## config.mk

```make
export PLATFORM = sky130hd
export DESIGN_NAME = ultrasonic_ranger_with_digit_display_unit_flat
export DESIGN_NICKNAME = d
export VERILOG_FILES = /design/src/rtl/urdd_pkg.sv /design/src/rtl/urdd_in_if.sv /design/src/rtl/urdd_out_if.sv /design/src/rtl/urdd_cfg_if.sv /design/src/rtl/urdd_ctrl.sv /design/src/rtl/urdd_dp.sv /design/src/rtl/ultrasonic_ranger_with_digit_display_unit.sv /design/src/flat_wrapper.sv
export SDC_FILE = /design/constraint.sdc
export NUM_CORES = 1
export LEC_CHECK = 0
export CAP_MARGIN = 20
export CELL_PAD_IN_SITES_DETAIL_PLACEMENT = 1
export CELL_PAD_IN_SITES_GLOBAL_PLACEMENT = 1
export CORE_MARGIN = 1
export CORE_UTILIZATION = 30
export DETAILED_ROUTE_END_ITERATION = 7
export DONT_BUFFER_PORTS = 1
export PLACE_DENSITY_LB_ADDON = 0.05
export REMOVE_ABC_BUFFERS = 1
export SLEW_MARGIN = 10
export SYNTH_ARGS = -nofsm -noshare
export SYNTH_HDL_FRONTEND = slang
export SYNTH_SLANG_ARGS = --single-unit
```

## constraint.sdc

```tcl
create_clock -name clk -period 9.4 [get_ports clk]
set_input_delay 1.41 -clock clk [delete_from_list [all_inputs] [get_ports clk]]
set_output_delay 1.41 -clock clk [all_outputs]
set_load 0.02 [all_outputs]
```

## src/rtl/urdd_pkg.sv

```systemverilog
package urdd_pkg;

  localparam int TICK_W     = 16;
  localparam int CFG_IDX_W  = 3;
  localparam int CFG_DATA_W = 16;
  localparam int DIST_W     = 10;
  localparam int SEG_W      = 8;
  localparam int SEL_W      = 4;

  localparam logic [DIST_W-1:0] DIST_MAX = 10'd1023;

  localparam logic [CFG_IDX_W-1:0] REG_TRIG_PHASE = 3'd0;
  localparam logic [CFG_IDX_W-1:0] REG_DIVISOR    = 3'd1;
  localparam logic [CFG_IDX_W-1:0] REG_SHORT_DWELL = 3'd2;
  localparam logic [CFG_IDX_W-1:0] REG_LONG_DWELL = 3'd3;
  localparam logic [CFG_IDX_W-1:0] REG_TAIL       = 3'd4;

  localparam logic [TICK_W-1:0] RST_TRIG_PHASE  = 16'd20;
  localparam logic [TICK_W-1:0] RST_DIVISOR     = 16'd116;
  localparam logic [TICK_W-1:0] RST_SHORT_DWELL = 16'd4000;
  localparam logic [TICK_W-1:0] RST_LONG_DWELL  = 16'd6000;
  localparam logic [TICK_W-1:0] RST_TAIL        = 16'd2000;

  typedef enum logic [2:0] {
    PH_TRIG_LOW1 = 3'd0,
    PH_TRIG_HIGH = 3'd1,
    PH_TRIG_LOW2 = 3'd2,
    PH_WAIT_ECHO = 3'd3,
    PH_COUNT     = 3'd4,
    PH_DISPLAY   = 3'd5,
    PH_TAIL      = 3'd6
  } ph_t;

  typedef enum logic [1:0] {
    ST_IDLE,
    ST_EXEC,
    ST_DIV,
    ST_FIN
  } st_t;

  typedef struct packed {
    logic accept;
    logic step;
    logic div_start;
    logic div_run;
    logic finish;
  } cmd_t;

  typedef struct packed {
    logic need_div;
    logic div_last;
    logic out_free;
  } sts_t;

  function automatic logic [SEG_W-1:0] seg_of(input logic [3:0] v);
    logic [SEG_W-1:0] s;
    case (v)
      4'd0, 4'd10: s = 8'h3F;
      4'd1, 4'd11: s = 8'h06;
      4'd2, 4'd12: s = 8'h5B;
      4'd3, 4'd13: s = 8'h4F;
      4'd4, 4'd14: s = 8'h66;
      4'd5, 4'd15: s = 8'h6D;
      4'd6:        s = 8'h7C;
      4'd7:        s = 8'h07;
      4'd8:        s = 8'h7F;
      4'd9:        s = 8'h67;
      default:     s = 8'h3F;
    endcase
    return s;
  endfunction

endpackage

```

## src/rtl/urdd_in_if.sv

```systemverilog
interface urdd_in_if;
  logic valid;
  logic ready;
  logic echo_level;

  modport source (output valid, output echo_level, input ready);
  modport sink (input valid, input echo_level, output ready);
endinterface

```

## src/rtl/urdd_out_if.sv

```systemverilog
interface urdd_out_if;
  logic       valid;
  logic       ready;
  logic       trigger_out;
  logic [7:0] segment_pattern;
  logic [3:0] digit_select;
  logic [9:0] distance_cm;
  logic       distance_valid;

  modport source (output valid, output trigger_out, output segment_pattern,
                  output digit_select, output distance_cm, output distance_valid,
                  input ready);
  modport sink (input valid, input trigger_out, input segment_pattern,
                input digit_select, input distance_cm, input distance_valid,
                output ready);
endinterface

```

## src/rtl/urdd_cfg_if.sv

```systemverilog
interface urdd_cfg_if;
  logic        valid;
  logic        ready;
  logic [2:0]  index;
  logic [15:0] data;

  modport source (output valid, output index, output data, input ready);
  modport sink (input valid, input index, input data, output ready);
endinterface

```

## src/rtl/urdd_ctrl.sv

```systemverilog
module urdd_ctrl (
  input  logic          clk,
  input  logic          rst_n,
  input  logic          in_valid,
  output logic          in_ready,
  input  urdd_pkg::sts_t sts,
  output urdd_pkg::cmd_t cmd
);
  import urdd_pkg::*;

  st_t state_r;
  st_t state_nxt;

  always_ff @(posedge clk) begin
    if (!rst_n) begin
      state_r <= ST_IDLE;
    end else begin
      state_r <= state_nxt;
    end
  end

  always_comb begin
    state_nxt = state_r;
    cmd       = '0;
    in_ready  = 1'b0;
    unique case (state_r)
      ST_IDLE: begin
        in_ready = 1'b1;
        if (in_valid) begin
          cmd.accept = 1'b1;
          state_nxt  = ST_EXEC;
        end
      end
      ST_EXEC: begin
        if (sts.need_div) begin
          cmd.div_start = 1'b1;
          state_nxt     = ST_DIV;
        end else if (sts.out_free) begin
          cmd.step  = 1'b1;
          state_nxt = ST_IDLE;
        end
      end
      ST_DIV: begin
        cmd.div_run = 1'b1;
        if (sts.div_last) begin
          state_nxt = ST_FIN;
        end
      end
      ST_FIN: begin
        if (sts.out_free) begin
          cmd.finish = 1'b1;
          state_nxt  = ST_IDLE;
        end
      end
      default: state_nxt = ST_IDLE;
    endcase
  end

endmodule

```

## src/rtl/urdd_dp.sv

```systemverilog
module urdd_dp #(
  parameter int NUM_DIGITS  = 4,
  parameter int COUNT_WIDTH = 16
) (
  input  logic                                clk,
  input  logic                                rst_n,
  input  urdd_pkg::cmd_t                      cmd,
  output urdd_pkg::sts_t                      sts,
  input  logic                                in_echo_level,
  input  logic                                cfg_valid,
  input  logic [urdd_pkg::CFG_IDX_W-1:0]      cfg_index,
  input  logic [urdd_pkg::CFG_DATA_W-1:0]     cfg_data,
  output logic                                out_valid,
  input  logic                                out_ready,
  output logic                                out_trigger_out,
  output logic [urdd_pkg::SEG_W-1:0]          out_segment_pattern,
  output logic [urdd_pkg::SEL_W-1:0]          out_digit_select,
  output logic [urdd_pkg::DIST_W-1:0]         out_distance_cm,
  output logic                                out_distance_valid
);
  import urdd_pkg::*;

  localparam int DIG_W = (NUM_DIGITS > 1) ? $clog2(NUM_DIGITS) : 1;
  localparam int CNT_W = $clog2(COUNT_WIDTH);
  localparam int BCD_W = NUM_DIGITS * 4;

  logic [TICK_W-1:0] trig_ticks_r;
  logic [TICK_W-1:0] divisor_r;
  logic [TICK_W-1:0] short_dwell_r;
  logic [TICK_W-1:0] long_dwell_r;
  logic [TICK_W-1:0] tail_r;

  ph_t                               phase_r, phase_nxt;
  logic [TICK_W-1:0]                 ticks_r, ticks_nxt;
  logic [COUNT_WIDTH-1:0]            count_r, count_nxt;
  logic [NUM_DIGITS-1:0][3:0]        digit_r, digit_nxt;
  logic [DIST_W-1:0]                 dist_r, dist_nxt;
  logic [SEG_W-1:0]                  seg_r, seg_nxt;
  logic [SEL_W-1:0]                  sel_r, sel_nxt;
  logic [DIG_W-1:0]                  cur_r, cur_nxt;
  logic                              echo_r;

  logic [COUNT_WIDTH-1:0]            work_r;
  logic [TICK_W-1:0]                 rem_r;
  logic [NUM_DIGITS-1:0][3:0]        bcd_r;
  logic [CNT_W-1:0]                  cnt_r;

  logic                              out_valid_r;
  logic                              out_trig_r;
  logic                              out_dvalid_r;
  logic [SEG_W-1:0]                  out_seg_r;
  logic [SEL_W-1:0]                  out_sel_r;
  logic [DIST_W-1:0]                 out_dist_r;

  logic [TICK_W-1:0]                 limit;
  logic [TICK_W-1:0]                 limit1;
  logic [TICK_W-1:0]                 tick_inc;
  logic                              done;
  logic                              load_en;
  logic [DIG_W-1:0]                  load_idx;
  logic [32:0]                       q_ext;

  logic [TICK_W-1:0]                 dvs;
  logic [TICK_W:0]                   rem2;
  logic [TICK_W:0]                   diff;
  logic                              qbit;
  logic [NUM_DIGITS-1:0][3:0]        bcd_adj;
  logic [BCD_W-1:0]                  bcd_flat;
  logic [BCD_W-1:0]                  bcd_shift;

  always_ff @(posedge clk) begin
    if (!rst_n) begin
      trig_ticks_r  <= RST_TRIG_PHASE;
      divisor_r     <= RST_DIVISOR;
      short_dwell_r <= RST_SHORT_DWELL;
      long_dwell_r  <= RST_LONG_DWELL;
      tail_r        <= RST_TAIL;
    end else if (cfg_valid) begin
      unique case (cfg_index)
        REG_TRIG_PHASE:  trig_ticks_r  <= cfg_data;
        REG_DIVISOR:     divisor_r     <= cfg_data;
        REG_SHORT_DWELL: short_dwell_r <= cfg_data;
        REG_LONG_DWELL:  long_dwell_r  <= cfg_data;
        REG_TAIL:        tail_r        <= cfg_data;
        default: ;
      endcase
    end
  end

  always_comb begin
    case (phase_r)
      PH_DISPLAY: limit = cur_r[0] ? short_dwell_r : long_dwell_r;
      PH_TAIL:    limit = tail_r;
      default:    limit = trig_ticks_r;
    endcase
    limit1   = (limit == '0) ? TICK_W'(1) : limit;
    tick_inc = ticks_r + TICK_W'(1);
    done     = (tick_inc >= limit1);
    q_ext    = 33'(work_r);
  end

  always_comb begin
    phase_nxt = phase_r;
    ticks_nxt = ticks_r;
    count_nxt = count_r;
    digit_nxt = digit_r;
    dist_nxt  = dist_r;
    seg_nxt   = seg_r;
    sel_nxt   = sel_r;
    cur_nxt   = cur_r;
    load_en   = 1'b0;
    load_idx  = cur_r;
    if (cmd.step) begin
      case (phase_r)
        PH_TRIG_LOW1: begin
          ticks_nxt = done ? '0 : tick_inc;
          if (done) phase_nxt = PH_TRIG_HIGH;
        end
        PH_TRIG_HIGH: begin
          ticks_nxt = done ? '0 : tick_inc;
          if (done) phase_nxt = PH_TRIG_LOW2;
        end
        PH_TRIG_LOW2: begin
          ticks_nxt = done ? '0 : tick_inc;
          if (done) phase_nxt = PH_WAIT_ECHO;
        end
        PH_WAIT_ECHO: begin
          if (echo_r) begin
            count_nxt = '0;
            phase_nxt = PH_COUNT;
          end
        end
        PH_COUNT: begin
          if (echo_r) count_nxt = count_r + COUNT_WIDTH'(1);
        end
        PH_DISPLAY: begin
          ticks_nxt = done ? '0 : tick_inc;
          if (done) begin
            if (cur_r != '0) begin
              load_en  = 1'b1;
              load_idx = cur_r - DIG_W'(1);
            end else if (tail_r == '0) begin
              phase_nxt = PH_TRIG_LOW1;
            end else begin
              phase_nxt = PH_TAIL;
            end
          end
        end
        PH_TAIL: begin
          ticks_nxt = done ? '0 : tick_inc;
          if (done) phase_nxt = PH_TRIG_LOW1;
        end
        default: begin
          phase_nxt = PH_TRIG_LOW1;
          ticks_nxt = '0;
        end
      endcase
    end else if (cmd.finish) begin
      digit_nxt = bcd_r;
      dist_nxt  = (q_ext > 33'(DIST_MAX)) ? DIST_MAX : DIST_W'(q_ext);
      load_en   = 1'b1;
      load_idx  = DIG_W'(NUM_DIGITS - 1);
    end
    if (load_en) begin
      cur_nxt   = load_idx;
      seg_nxt   = seg_of(digit_nxt[load_idx]);
      sel_nxt   = SEL_W'(1) << load_idx;
      phase_nxt = PH_DISPLAY;
      ticks_nxt = '0;
    end
  end

  always_ff @(posedge clk) begin
    if (!rst_n) begin
      phase_r <= PH_TRIG_LOW1;
      ticks_r <= '0;
      count_r <= '0;
      digit_r <= '0;
      dist_r  <= '0;
      seg_r   <= '0;
      sel_r   <= '0;
      cur_r   <= DIG_W'(NUM_DIGITS - 1);
    end else begin
      phase_r <= phase_nxt;
      ticks_r <= ticks_nxt;
      count_r <= count_nxt;
      digit_r <= digit_nxt;
      dist_r  <= dist_nxt;
      seg_r   <= seg_nxt;
      sel_r   <= sel_nxt;
      cur_r   <= cur_nxt;
    end
  end

  always_ff @(posedge clk) begin
    if (cmd.accept) begin
      echo_r <= in_echo_level;
    end
  end

  always_comb begin
    dvs  = (divisor_r == '0) ? TICK_W'(1) : divisor_r;
    rem2 = {rem_r, work_r[COUNT_WIDTH-1]};
    diff = rem2 - {1'b0, dvs};
    qbit = (rem2 >= {1'b0, dvs});
    for (int i = 0; i < NUM_DIGITS; i++) begin
      bcd_adj[i] = (bcd_r[i] >= 4'd5) ? bcd_r[i] + 4'd3 : bcd_r[i];
    end
    bcd_flat  = bcd_adj;
    bcd_shift = {bcd_flat[BCD_W-2:0], qbit};
  end

  always_ff @(posedge clk) begin
    if (!rst_n) begin
      cnt_r <= '0;
    end else if (cmd.div_start) begin
      cnt_r <= '0;
    end else if (cmd.div_run) begin
      cnt_r <= cnt_r + CNT_W'(1);
    end
  end

  always_ff @(posedge clk) begin
    if (cmd.div_start) begin
      work_r <= count_r;
      rem_r  <= '0;
      bcd_r  <= '0;
    end else if (cmd.div_run) begin
      work_r <= {work_r[COUNT_WIDTH-2:0], qbit};
      rem_r  <= qbit ? diff[TICK_W-1:0] : rem2[TICK_W-1:0];
      bcd_r  <= bcd_shift;
    end
  end

  always_ff @(posedge clk) begin
    if (!rst_n) begin
      out_valid_r <= 1'b0;
    end else if (cmd.step || cmd.finish) begin
      out_valid_r <= 1'b1;
    end else if (out_ready) begin
      out_valid_r <= 1'b0;
    end
  end

  always_ff @(posedge clk) begin
    if (cmd.step || cmd.finish) begin
      out_trig_r   <= (phase_r == PH_TRIG_HIGH);
      out_seg_r    <= seg_nxt;
      out_sel_r    <= sel_nxt;
      out_dist_r   <= dist_nxt;
      out_dvalid_r <= cmd.finish;
    end
  end

  assign sts.need_div = (phase_r == PH_COUNT) && !echo_r;
  assign sts.div_last = (cnt_r == CNT_W'(COUNT_WIDTH - 1));
  assign sts.out_free = !out_valid_r || out_ready;

  assign out_valid           = out_valid_r;
  assign out_trigger_out     = out_trig_r;
  assign out_segment_pattern = out_seg_r;
  assign out_digit_select    = out_sel_r;
  assign out_distance_cm     = out_dist_r;
  assign out_distance_valid  = out_dvalid_r;

endmodule

```

## src/rtl/ultrasonic_ranger_with_digit_display_unit.sv

```systemverilog
// channel | dir | handshake    | payload
// in_ch   | in  | valid/ready  | echo_level (one timer tick)
// out_ch  | out | valid/ready  | trigger_out, segment_pattern, digit_select,
//         |     |              | distance_cm, distance_valid
// cfg_ch  | in  | valid/ready  | index (3), data (16); ready always high
//
// Each tick is taken in ST_IDLE, then steps the sequencer in ST_EXEC.
// The tick that ends the echo goes on through ST_DIV, where the
// restoring divider gives one quotient bit per cycle, feeding the BCD converter, then ST_FIN.
// A finished result waits in the output register; the next tick is taken
// meanwhile and holds in its step cycle until that register frees.
// rst_n is synchronous, active low, and loads the register defaults.
module ultrasonic_ranger_with_digit_display_unit #(
  parameter int NUM_DIGITS  = 4,
  parameter int COUNT_WIDTH = 16
) (
  input logic       clk,
  input logic       rst_n,
  urdd_in_if.sink   in_ch,
  urdd_out_if.source out_ch,
  urdd_cfg_if.sink  cfg_ch
);
  import urdd_pkg::*;

  cmd_t cmd;
  sts_t sts;

  assign cfg_ch.ready = 1'b1;

  urdd_ctrl u_ctrl (
    .clk      (clk),
    .rst_n    (rst_n),
    .in_valid (in_ch.valid),
    .in_ready (in_ch.ready),
    .sts      (sts),
    .cmd      (cmd)
  );

  urdd_dp #(
    .NUM_DIGITS  (NUM_DIGITS),
    .COUNT_WIDTH (COUNT_WIDTH)
  ) u_dp (
    .clk                 (clk),
    .rst_n               (rst_n),
    .cmd                 (cmd),
    .sts                 (sts),
    .in_echo_level       (in_ch.echo_level),
    .cfg_valid           (cfg_ch.valid),
    .cfg_index           (cfg_ch.index),
    .cfg_data            (cfg_ch.data),
    .out_valid           (out_ch.valid),
    .out_ready           (out_ch.ready),
    .out_trigger_out     (out_ch.trigger_out),
    .out_segment_pattern (out_ch.segment_pattern),
    .out_digit_select    (out_ch.digit_select),
    .out_distance_cm     (out_ch.distance_cm),
    .out_distance_valid  (out_ch.distance_valid)
  );

endmodule
```

## src/flat_wrapper.sv

```systemverilog
// flat-port wrapper written by rule: the top's interface ports become plain ports
module ultrasonic_ranger_with_digit_display_unit_flat import urdd_pkg::*;
#(
  parameter int NUM_DIGITS  = 4,
  parameter int COUNT_WIDTH = 16
)
  (clk, rst_n, in_ch_valid, in_ch_echo_level, in_ch_ready, out_ch_valid, out_ch_trigger_out, out_ch_segment_pattern, out_ch_digit_select, out_ch_distance_cm, out_ch_distance_valid, out_ch_ready, cfg_ch_valid, cfg_ch_index, cfg_ch_data, cfg_ch_ready);
  urdd_in_if in_ch_i ();
  urdd_out_if out_ch_i ();
  urdd_cfg_if cfg_ch_i ();
  input logic clk;
  input logic rst_n;
  input wire logic [$bits(in_ch_i.valid)-1:0] in_ch_valid;
  input wire logic [$bits(in_ch_i.echo_level)-1:0] in_ch_echo_level;
  output wire logic [$bits(in_ch_i.ready)-1:0] in_ch_ready;
  output wire logic [$bits(out_ch_i.valid)-1:0] out_ch_valid;
  output wire logic [$bits(out_ch_i.trigger_out)-1:0] out_ch_trigger_out;
  output wire logic [$bits(out_ch_i.segment_pattern)-1:0] out_ch_segment_pattern;
  output wire logic [$bits(out_ch_i.digit_select)-1:0] out_ch_digit_select;
  output wire logic [$bits(out_ch_i.distance_cm)-1:0] out_ch_distance_cm;
  output wire logic [$bits(out_ch_i.distance_valid)-1:0] out_ch_distance_valid;
  input wire logic [$bits(out_ch_i.ready)-1:0] out_ch_ready;
  input wire logic [$bits(cfg_ch_i.valid)-1:0] cfg_ch_valid;
  input wire logic [$bits(cfg_ch_i.index)-1:0] cfg_ch_index;
  input wire logic [$bits(cfg_ch_i.data)-1:0] cfg_ch_data;
  output wire logic [$bits(cfg_ch_i.ready)-1:0] cfg_ch_ready;
  assign in_ch_i.valid = in_ch_valid;
  assign in_ch_i.echo_level = in_ch_echo_level;
  assign in_ch_ready = in_ch_i.ready;
  assign out_ch_valid = out_ch_i.valid;
  assign out_ch_trigger_out = out_ch_i.trigger_out;
  assign out_ch_segment_pattern = out_ch_i.segment_pattern;
  assign out_ch_digit_select = out_ch_i.digit_select;
  assign out_ch_distance_cm = out_ch_i.distance_cm;
  assign out_ch_distance_valid = out_ch_i.distance_valid;
  assign out_ch_i.ready = out_ch_ready;
  assign cfg_ch_i.valid = cfg_ch_valid;
  assign cfg_ch_i.index = cfg_ch_index;
  assign cfg_ch_i.data = cfg_ch_data;
  assign cfg_ch_ready = cfg_ch_i.ready;
  ultrasonic_ranger_with_digit_display_unit #(.NUM_DIGITS(NUM_DIGITS), .COUNT_WIDTH(COUNT_WIDTH)) u_core (.clk(clk), .rst_n(rst_n), .in_ch(in_ch_i), .out_ch(out_ch_i), .cfg_ch(cfg_ch_i));
endmodule
```

# Word-level counts from Yosys, hierarchy flattened
# Memories as Yosys holds them, arrays and structs flattened.
# Index checks and enable logic that the tools add are counted.
[totals] ff_bits=235 romBits=112 in_bits=25 out_inout_bits=27 word_cells=178 memories=1
[memory_table] name="(name not given)" words=16 word_bits=7 read_ports=1 rd_clocked_by_memory_dff=0 write_ports=0 line_no="urdd_pkg.sv:57" rtl="case (v)"
[op_classes] add_sub_neg=9 n_lt_le_gt_ge=8 n_eq_ne=32 shift=1 muxes=62 bitwise_logic=3 reduce_logical=30
[ops] cell="2-to-1 mux 16 bit" count=11
[ops] cell="case mux 16 bit (2 select lines)" count=3
[ops] cell="logical NOT 16 bit" count=3
[ops] cell="2-to-1 mux 3 bit" count=11
[ops] cell="adder 16 x 1 -> 16 bit, second input constant" count=2
[ops] cell="2-to-1 mux 10 bit" count=3
[ops] cell="!= test 3 bit, second input constant" count=7
[ops] cell="case mux 3 bit (7 select lines)" count=1
[ops] cell="2-to-1 mux 2 bit" count=10
[ops] cell="2-to-1 mux 4 bit" count=5
[ops] cell="!= test 2 bit, second input constant" count=10
[ops] cell="AND reduction 9 bit" count=2
[ops] cell=">= comparator 17 x 16 -> 1 bit" count=1
[ops] cell=">= comparator 16 bit" count=1
[ops] cell=">= comparator 4 x 3 -> 1 bit, second input constant" count=4
[ops] cell="> comparator 16 x 10 -> 1 bit, second input constant" count=1
[ops] cell="subtractor 16 bit" count=1
[ops] cell="2-to-1 mux 1 bit" count=15
[ops] cell="AND reduction 2 bit" count=7
[ops] cell="adder 4 x 2 -> 4 bit, second input constant" count=3
[ops] cell="equality test 3 x 2 -> 1 bit, second input constant" count=4
[ops] cell="equality test 3 bit, second input constant" count=4
[ops] cell="nonzero test 2 bit" count=5
[ops] cell="binary-select mux 4 bit (select 2 bit)" count=1
[ops] cell="other kinds (21)" count=30

# Longest topological paths before layout
# An unclocked memory read counts as a cell.
[logic_depth] ltp_word=12 ltp_mapped=23 ltp_nobuf=20

# Modules after synthesis
# A second synthesis with hierarchy kept.
[unflattened] cells_unflattened=1378 area_unflattened_um2=11662.4
[modules_own_cells] mod="urdd_dp" n_inst=1 cells_per_inst=1361 area_each_um2=11534.8 seq_area_each_um2=5074.9
[modules_own_cells] mod="urdd_ctrl" n_inst=1 cells_per_inst=15 area_each_um2=116.4 seq_area_each_um2=40.0
[modules_own_cells] mod="ultrasonic_ranger_with_digit_display_unit" n_inst=1 cells_per_inst=2 area_each_um2=11.3 seq_area_each_um2=0.0

# Worst setup path after synthesis
# OpenSTA, ideal clock, no wires.
[synth_timing] path_type="register -> register" start="register u_core.u_dp.cur_r[0]" end="register u_core.u_dp.out_seg_r[3], in the netlist u_core.u_dp.out_segment_pattern[3] (data pin)" setup_time_ns=0.271 t_arrival_ns=5.041 required_ns=9.129 path_slack_ns=4.088 path_stages_with_launch=22 path_buffers=3 path_cell_list="dfxtp_1 -> clkbuf_1 -> buf_1 -> mux2i_1 -> nor2_1 -> a221oi_1 -> nand4_1 -> or4_1 -> nand2_1 -> ha_1 -> nor3b_1 -> o21ai_0 -> a31oi_2 -> a221oi_1 -> a21oi_2 -> buf_6 -> mux2_2 -> a21oi_2 -> ha_1 -> nand2b_1 -> a311oi_2 -> a21oi_1"
[synth_between] elab_chain_cells=12 word_cells_on_any_way=20 cone_classes="1 x add/sub; 1 x order compare; 15 x mux; 2 x reduce/logical; 1 x memory"
[synth_rtl] element="start: declaration" line_no="urdd_dp.sv:40" rtl="logic [DIG_W-1:0] cur_r, cur_nxt;"
[synth_rtl] element="start signal: assignment" line_no="urdd_dp.sv:182" rtl="cur_r <= DIG_W'(NUM_DIGITS - 1);"
[synth_rtl] element="start signal: assignment" line_no="urdd_dp.sv:191" rtl="cur_r <= cur_nxt;"
[synth_rtl] element="2-to-1 mux 16 bit" line_no="urdd_dp.sv:92" rtl="PH_DISPLAY: limit = cur_r[0] ? short_dwell_r : long_dwell_r;"
[synth_rtl] element="case mux 16 bit (2 select lines)" line_no="urdd_dp.sv:91" rtl="case (phase_r)"
[synth_rtl] element="logical NOT 16 bit" line_no="urdd_dp.sv:96" rtl="limit1 = (limit == '0) ? TICK_W'(1) : limit;"
[synth_rtl] element="2-to-1 mux 16 bit" line_no="urdd_dp.sv:96"
[synth_rtl] element=">= comparator 16 bit" line_no="urdd_dp.sv:98" rtl="done = (tick_inc >= limit1);"
[synth_rtl] element="2-to-1 mux 2 bit" line_no="urdd_dp.sv:138" rtl="if (done) begin"
[synth_rtl] element="2-to-1 mux 2 bit" line_no="urdd_dp.sv:114" rtl="case (phase_r)"
[synth_rtl] element="2-to-1 mux 2 bit" line_no="urdd_dp.sv:113" rtl="if (cmd.step) begin"
[synth_rtl] element="binary-select mux 4 bit (select 2 bit)" line_no="urdd_dp.sv:166" rtl="seg_nxt = seg_of(digit_nxt[load_idx]);"
[synth_rtl] element="2-to-1 mux 4 bit (implied by the code)" line_no="urdd_dp.sv:166"
[synth_rtl] element="memory (16 x 7 bit)"
[synth_rtl] element="2-to-1 mux 8 bit *" line_no="urdd_dp.sv:164" rtl="if (load_en) begin"
[synth_rtl] element="net u_core.u_dp.seg_nxt[3]" line_no="urdd_dp.sv:38" rtl="logic [SEG_W-1:0] seg_r, seg_nxt;"
[synth_rtl] element="end signal: assignment" line_no="urdd_dp.sv:248" rtl="out_seg_r <= seg_nxt;"
[synth_rtl] element="end: declaration" line_no="urdd_dp.sv:51" rtl="logic [SEG_W-1:0] out_seg_r;"
# The timed path passes the listed nets; every way through them passes the cells marked *. The select of a mux whose other input is x is not followed.
# A chain may end at the register's enable or synchronous reset.

# Final worst setup path
[layout_timing] start="register u_core.u_dp.phase_r[2]" end="register u_core.u_dp.out_seg_r[3], in the netlist u_core.u_dp.out_segment_pattern[3] (data pin)"
[layout_between] elab_chain_cells=12 word_cells_on_any_way=21 cone_classes="1 x order compare; 3 x eq/ne; 14 x mux; 2 x reduce/logical; 1 x memory"
[layout_rtl] element="start: declaration" line_no="urdd_dp.sv:33" rtl="ph_t phase_r, phase_nxt;"
[layout_rtl] element="start signal: assignment" line_no="urdd_dp.sv:184" rtl="phase_r <= phase_nxt;"
[layout_rtl] element="equality test 3 bit (on tied branches)" line_no="urdd_dp.sv:91, urdd_dp.sv:114"
[layout_rtl] element="case mux 16 bit (2 select lines)" line_no="urdd_dp.sv:91"
[layout_rtl] element="logical NOT 16 bit" line_no="urdd_dp.sv:96"
[layout_rtl] element="2-to-1 mux 16 bit" line_no="urdd_dp.sv:96"
[layout_rtl] element=">= comparator 16 bit" line_no="urdd_dp.sv:98"
[layout_rtl] element="2-to-1 mux 2 bit" line_no="urdd_dp.sv:138"
[layout_rtl] element="2-to-1 mux 2 bit" line_no="urdd_dp.sv:114"
[layout_rtl] element="2-to-1 mux 2 bit" line_no="urdd_dp.sv:113"
[layout_rtl] element="binary-select mux 4 bit (select 2 bit)" line_no="urdd_dp.sv:166"
[layout_rtl] element="2-to-1 mux 4 bit (implied by the code)" line_no="urdd_dp.sv:166"
[layout_rtl] element="memory (16 x 7 bit)"
[layout_rtl] element="2-to-1 mux 8 bit *" line_no="urdd_dp.sv:164"
[layout_rtl] element="net u_core.u_dp.seg_nxt[3]" line_no="urdd_dp.sv:38"
# Marks and branches as above.

==> results_dict.tcl <==
set metrics [dict create \
    drtAntennaViolNets 0 \
    critPathBufInv 0 \
    seq_area_frac_synth 0.4437 \
    fmax_mhz 150.6 \
    holdWs_ns 0.4603 \
    antenna_found_initial 0 \
    min_period_ns 6.641 \
    crit_chain "nor3b_2 > nor2_1 > a221oi_1 > nand4_1 > or4_1 > nand2_1 > ha_1 > nor3b_1 > o21ai_0 > a31oi_2 > a221oi_1 > a21oi_2 > mux2_2 > a21oi_2 > ha_1 > nand2b_1 > a311oi_2 > a21oi_1" \
    grt_pass1_wl_mm 54.68 \
    clk_path_buf_depth 3 \
    viasPerCell 4.989 \
    dr.first_iter.drc_count 279 \
    mostFrequentLayoutCells "nand2_1, dfxtp_1, nor2_1" \
    cp-end-kind "register" \
    min-delay-path-class "reg -> reg" \
    crit_slowest_cell "nor3b_2" \
    synth_ff_type "dfxtp_1" \
    num_vias 9420 \
    netlist_area_um2 11530 \
    finClkSkew_ns 0.01280 \
    path_max_fanout 17 \
    ys_seq_elements 235 \
    fp.dieH_um 198.0 \
    grt-ovfl-total 0 \
    cts_tree "done" \
    core_um2 37760 \
    regArea_um2 5115 \
    gp_congestion 0.7703 \
    initial_core_util 0.3054 \
    worstMarginPinSlew_ns 0.9817 \
    maxCapViolCount 0 \
    avgSynthCellArea_um2 8.354 \
    clk_pin_slew_worst_paths_ns 0.06 \
    fin_crit_sh 0.7065 \
    routedWlPerCell_um 17.81 \
    powerDensity_nw_per_um2 187.2 \
    hold_violations 0 \
    io_buffers 0 \
    post_cts_buffers 0 \
    num-fill-cells 4431 \
    rows 71 \
    rsz0062_at_grt "no" \
    multi_input_area_um2 5947 \
    drt_wl_total_mm 33.62 \
    yosysWarnings 0 \
    arrival_ns 6.94 \
    slew_viol_final 0 \
    ios 52 \
    clockRootBuffer "clkbuf_16" \
    crit_type "reg -> reg" \
    setup_viol 0 \
    grt_max_degree 74 \
    dieArea_um2 39220 \
    nets 1432 \
    relSlewSlack 0.3431 \
    start_kind "register" \
    synth_cells 1380 \
    area_growth_pct 12.45 \
    tns_ns 0 \
    ir_worst_vdd_uv 134.6 \
    cts-resized-gates 0 \
    synth-edff-count 41 \
    dp_hpwl_mm 23.25 \
    final_common_cell "nand2_1" \
    clock-sinks 235 \
    drive_gt1_frac 0.06245 \
    cp_slowest_stage_delay_ns 0.85 \
    synth_cell_types 68 \
    worstPathRequired_ns 9.70 \
    clk_latency_ns 0.56 \
    hold_buffers 0 \
    cts_buffers 29 \
    cp_top_family "compound AO/OA/AOI/OAI gates" \
    async_flop_share 0 \
    cts_max_level 1 \
    grt.total_usage 0.1767 \
    die_w_um 198.0 \
    drc 0 \
    status "complete, no violations" \
    firstDrtPassIters 4 \
    n_antenna_cell 0 \
    grt_pass1_vias 9832 \
    leakagePower_nw 5.147 \
]
==> area by class of cell <==
class | instances | area share
clock inverter | 5 | 0.004150
tap | 511 | 0.04932
inverter | 47 | 0.01361
timing repair buffer | 19 | 0.01100
multi-input combinational | 1026 | 0.4587
sequential | 235 | 0.3946
clock buffer | 45 | 0.06862
==> per-stage QoR <==
step / setup slack [ns] / instance area [um^2] / util / total power, mW / instances
4_1_cts: 2.702 / 12960 / 0.3434 / 2.475 / 1888
6_report: 2.759 / 12960 / 0.3434 / 2.427 / 1888
3_5_place_dp: 2.727 / 12020 / 0.3184 / 1.335 / 1838
2_1_floorplan: 3.783 / 11230 / - / 1.275 / 1308
3_3_place_gp: 2.924 / 12020 / 0.3184 / 1.332 / 1838
5_1_grt: 2.061 / 12960 / 0.3434 / 2.546 / 1888
==> logic make-up (layout without fill, tap and decap cells) <==
logic type	Yosys count	in the layout	share of synthesized area
AO/OA/AOI/OAI	289	289	0.1579
XOR/XNOR	49	49	0.03723
flip-flops	235	235	0.4437
multiplexers	42	42	0.03777
buffers and inverters	119	116	0.04113
adder cells (fa/ha/maj)	49	49	0.05383
other	1	1	0.0003253
AND/OR/NAND/NOR	596	596	0.2281
==> sequential cells by signal (all words and copies together) (netlist names), 8 cells and up <==
register and count:
u_core.u_dp.tail_r 16, u_core.u_dp.out_distance_cm 10, u_core.u_dp.divisor_r 16, u_core.u_dp.work_r 16, u_core.u_dp.digit_r 16, u_core.u_dp.rem_r 16
u_core.u_dp.count_r 16, u_core.u_dp.seg_r 8, u_core.u_dp.bcd_r 16, u_core.u_dp.out_segment_pattern 8, u_core.u_dp.short_dwell_r 16, u_core.u_dp.dist_r 10
u_core.u_dp.long_dwell_r 16, u_core.u_dp.trig_ticks_r 16, u_core.u_dp.ticks_r 16
==> tightest hold or removal path: stages (launching register included) <==
cell	delay (ns)
dfxtp_1	0.30
nand2_1	0.04
a21boi_0	0.06
==> worst paths after layout <==
path,from,end,slack (ns),cells after the start
hold reg to reg,u_core.u_dp.long_dwell_r[0],u_core.u_dp.long_dwell_r[0],0.46,2
setup reg to reg,u_core.u_dp.phase_r[2],u_core.u_dp.out_segment_pattern[3],2.76,18
setup / recovery,u_core.u_dp.phase_r[2],u_core.u_dp.out_segment_pattern[3],2.76,18
hold / removal,u_core.u_dp.long_dwell_r[0],u_core.u_dp.long_dwell_r[0],0.46,2
==> where the power goes <==
group,switching [mW],internal (mW)
clock,0.446,0.672
sequential,0.0369,1.06
combinational,0.122,0.0924
==> synthesized netlist by cell type, types with 19 or more instances <==
| master | instances | area (um^2) |
|---|---|---|
| a21boi_0 | 26 | 195.2 |
| a21oi_1 | 116 | 580.6 |
| a221oi_1 | 19 | 166.4 |
| and2_1 | 20 | 125.1 |
| clkbuf_1 | 65 | 244.0 |
| dfxtp_1 | 194 | 3884 |
| edfxtp_1 | 41 | 1231 |
| ha_1 | 48 | 600.6 |
| inv_1 | 47 | 176.4 |
| mux2i_1 | 36 | 360.4 |
| nand2_1 | 295 | 1107 |
| nand3_1 | 61 | 305.3 |
| nor2_1 | 125 | 469.2 |
| o21ai_0 | 60 | 300.3 |
| xnor2_1 | 25 | 219.0 |
| xor2_1 | 24 | 210.2 |
==> routing by layer <==
metal | track usage | share of wire | vias up
met5 | 0 | 0 | -
met4 | 0.05283 | 0.025 | 0
met3 | 0.02844 | 0.036 | 47
met2 | 0.2887 | 0.45 | 108
met1 | 0.2382 | 0.49 | 4559
li1 | - | - | 4706
Power figures use the tool's default switching activity.
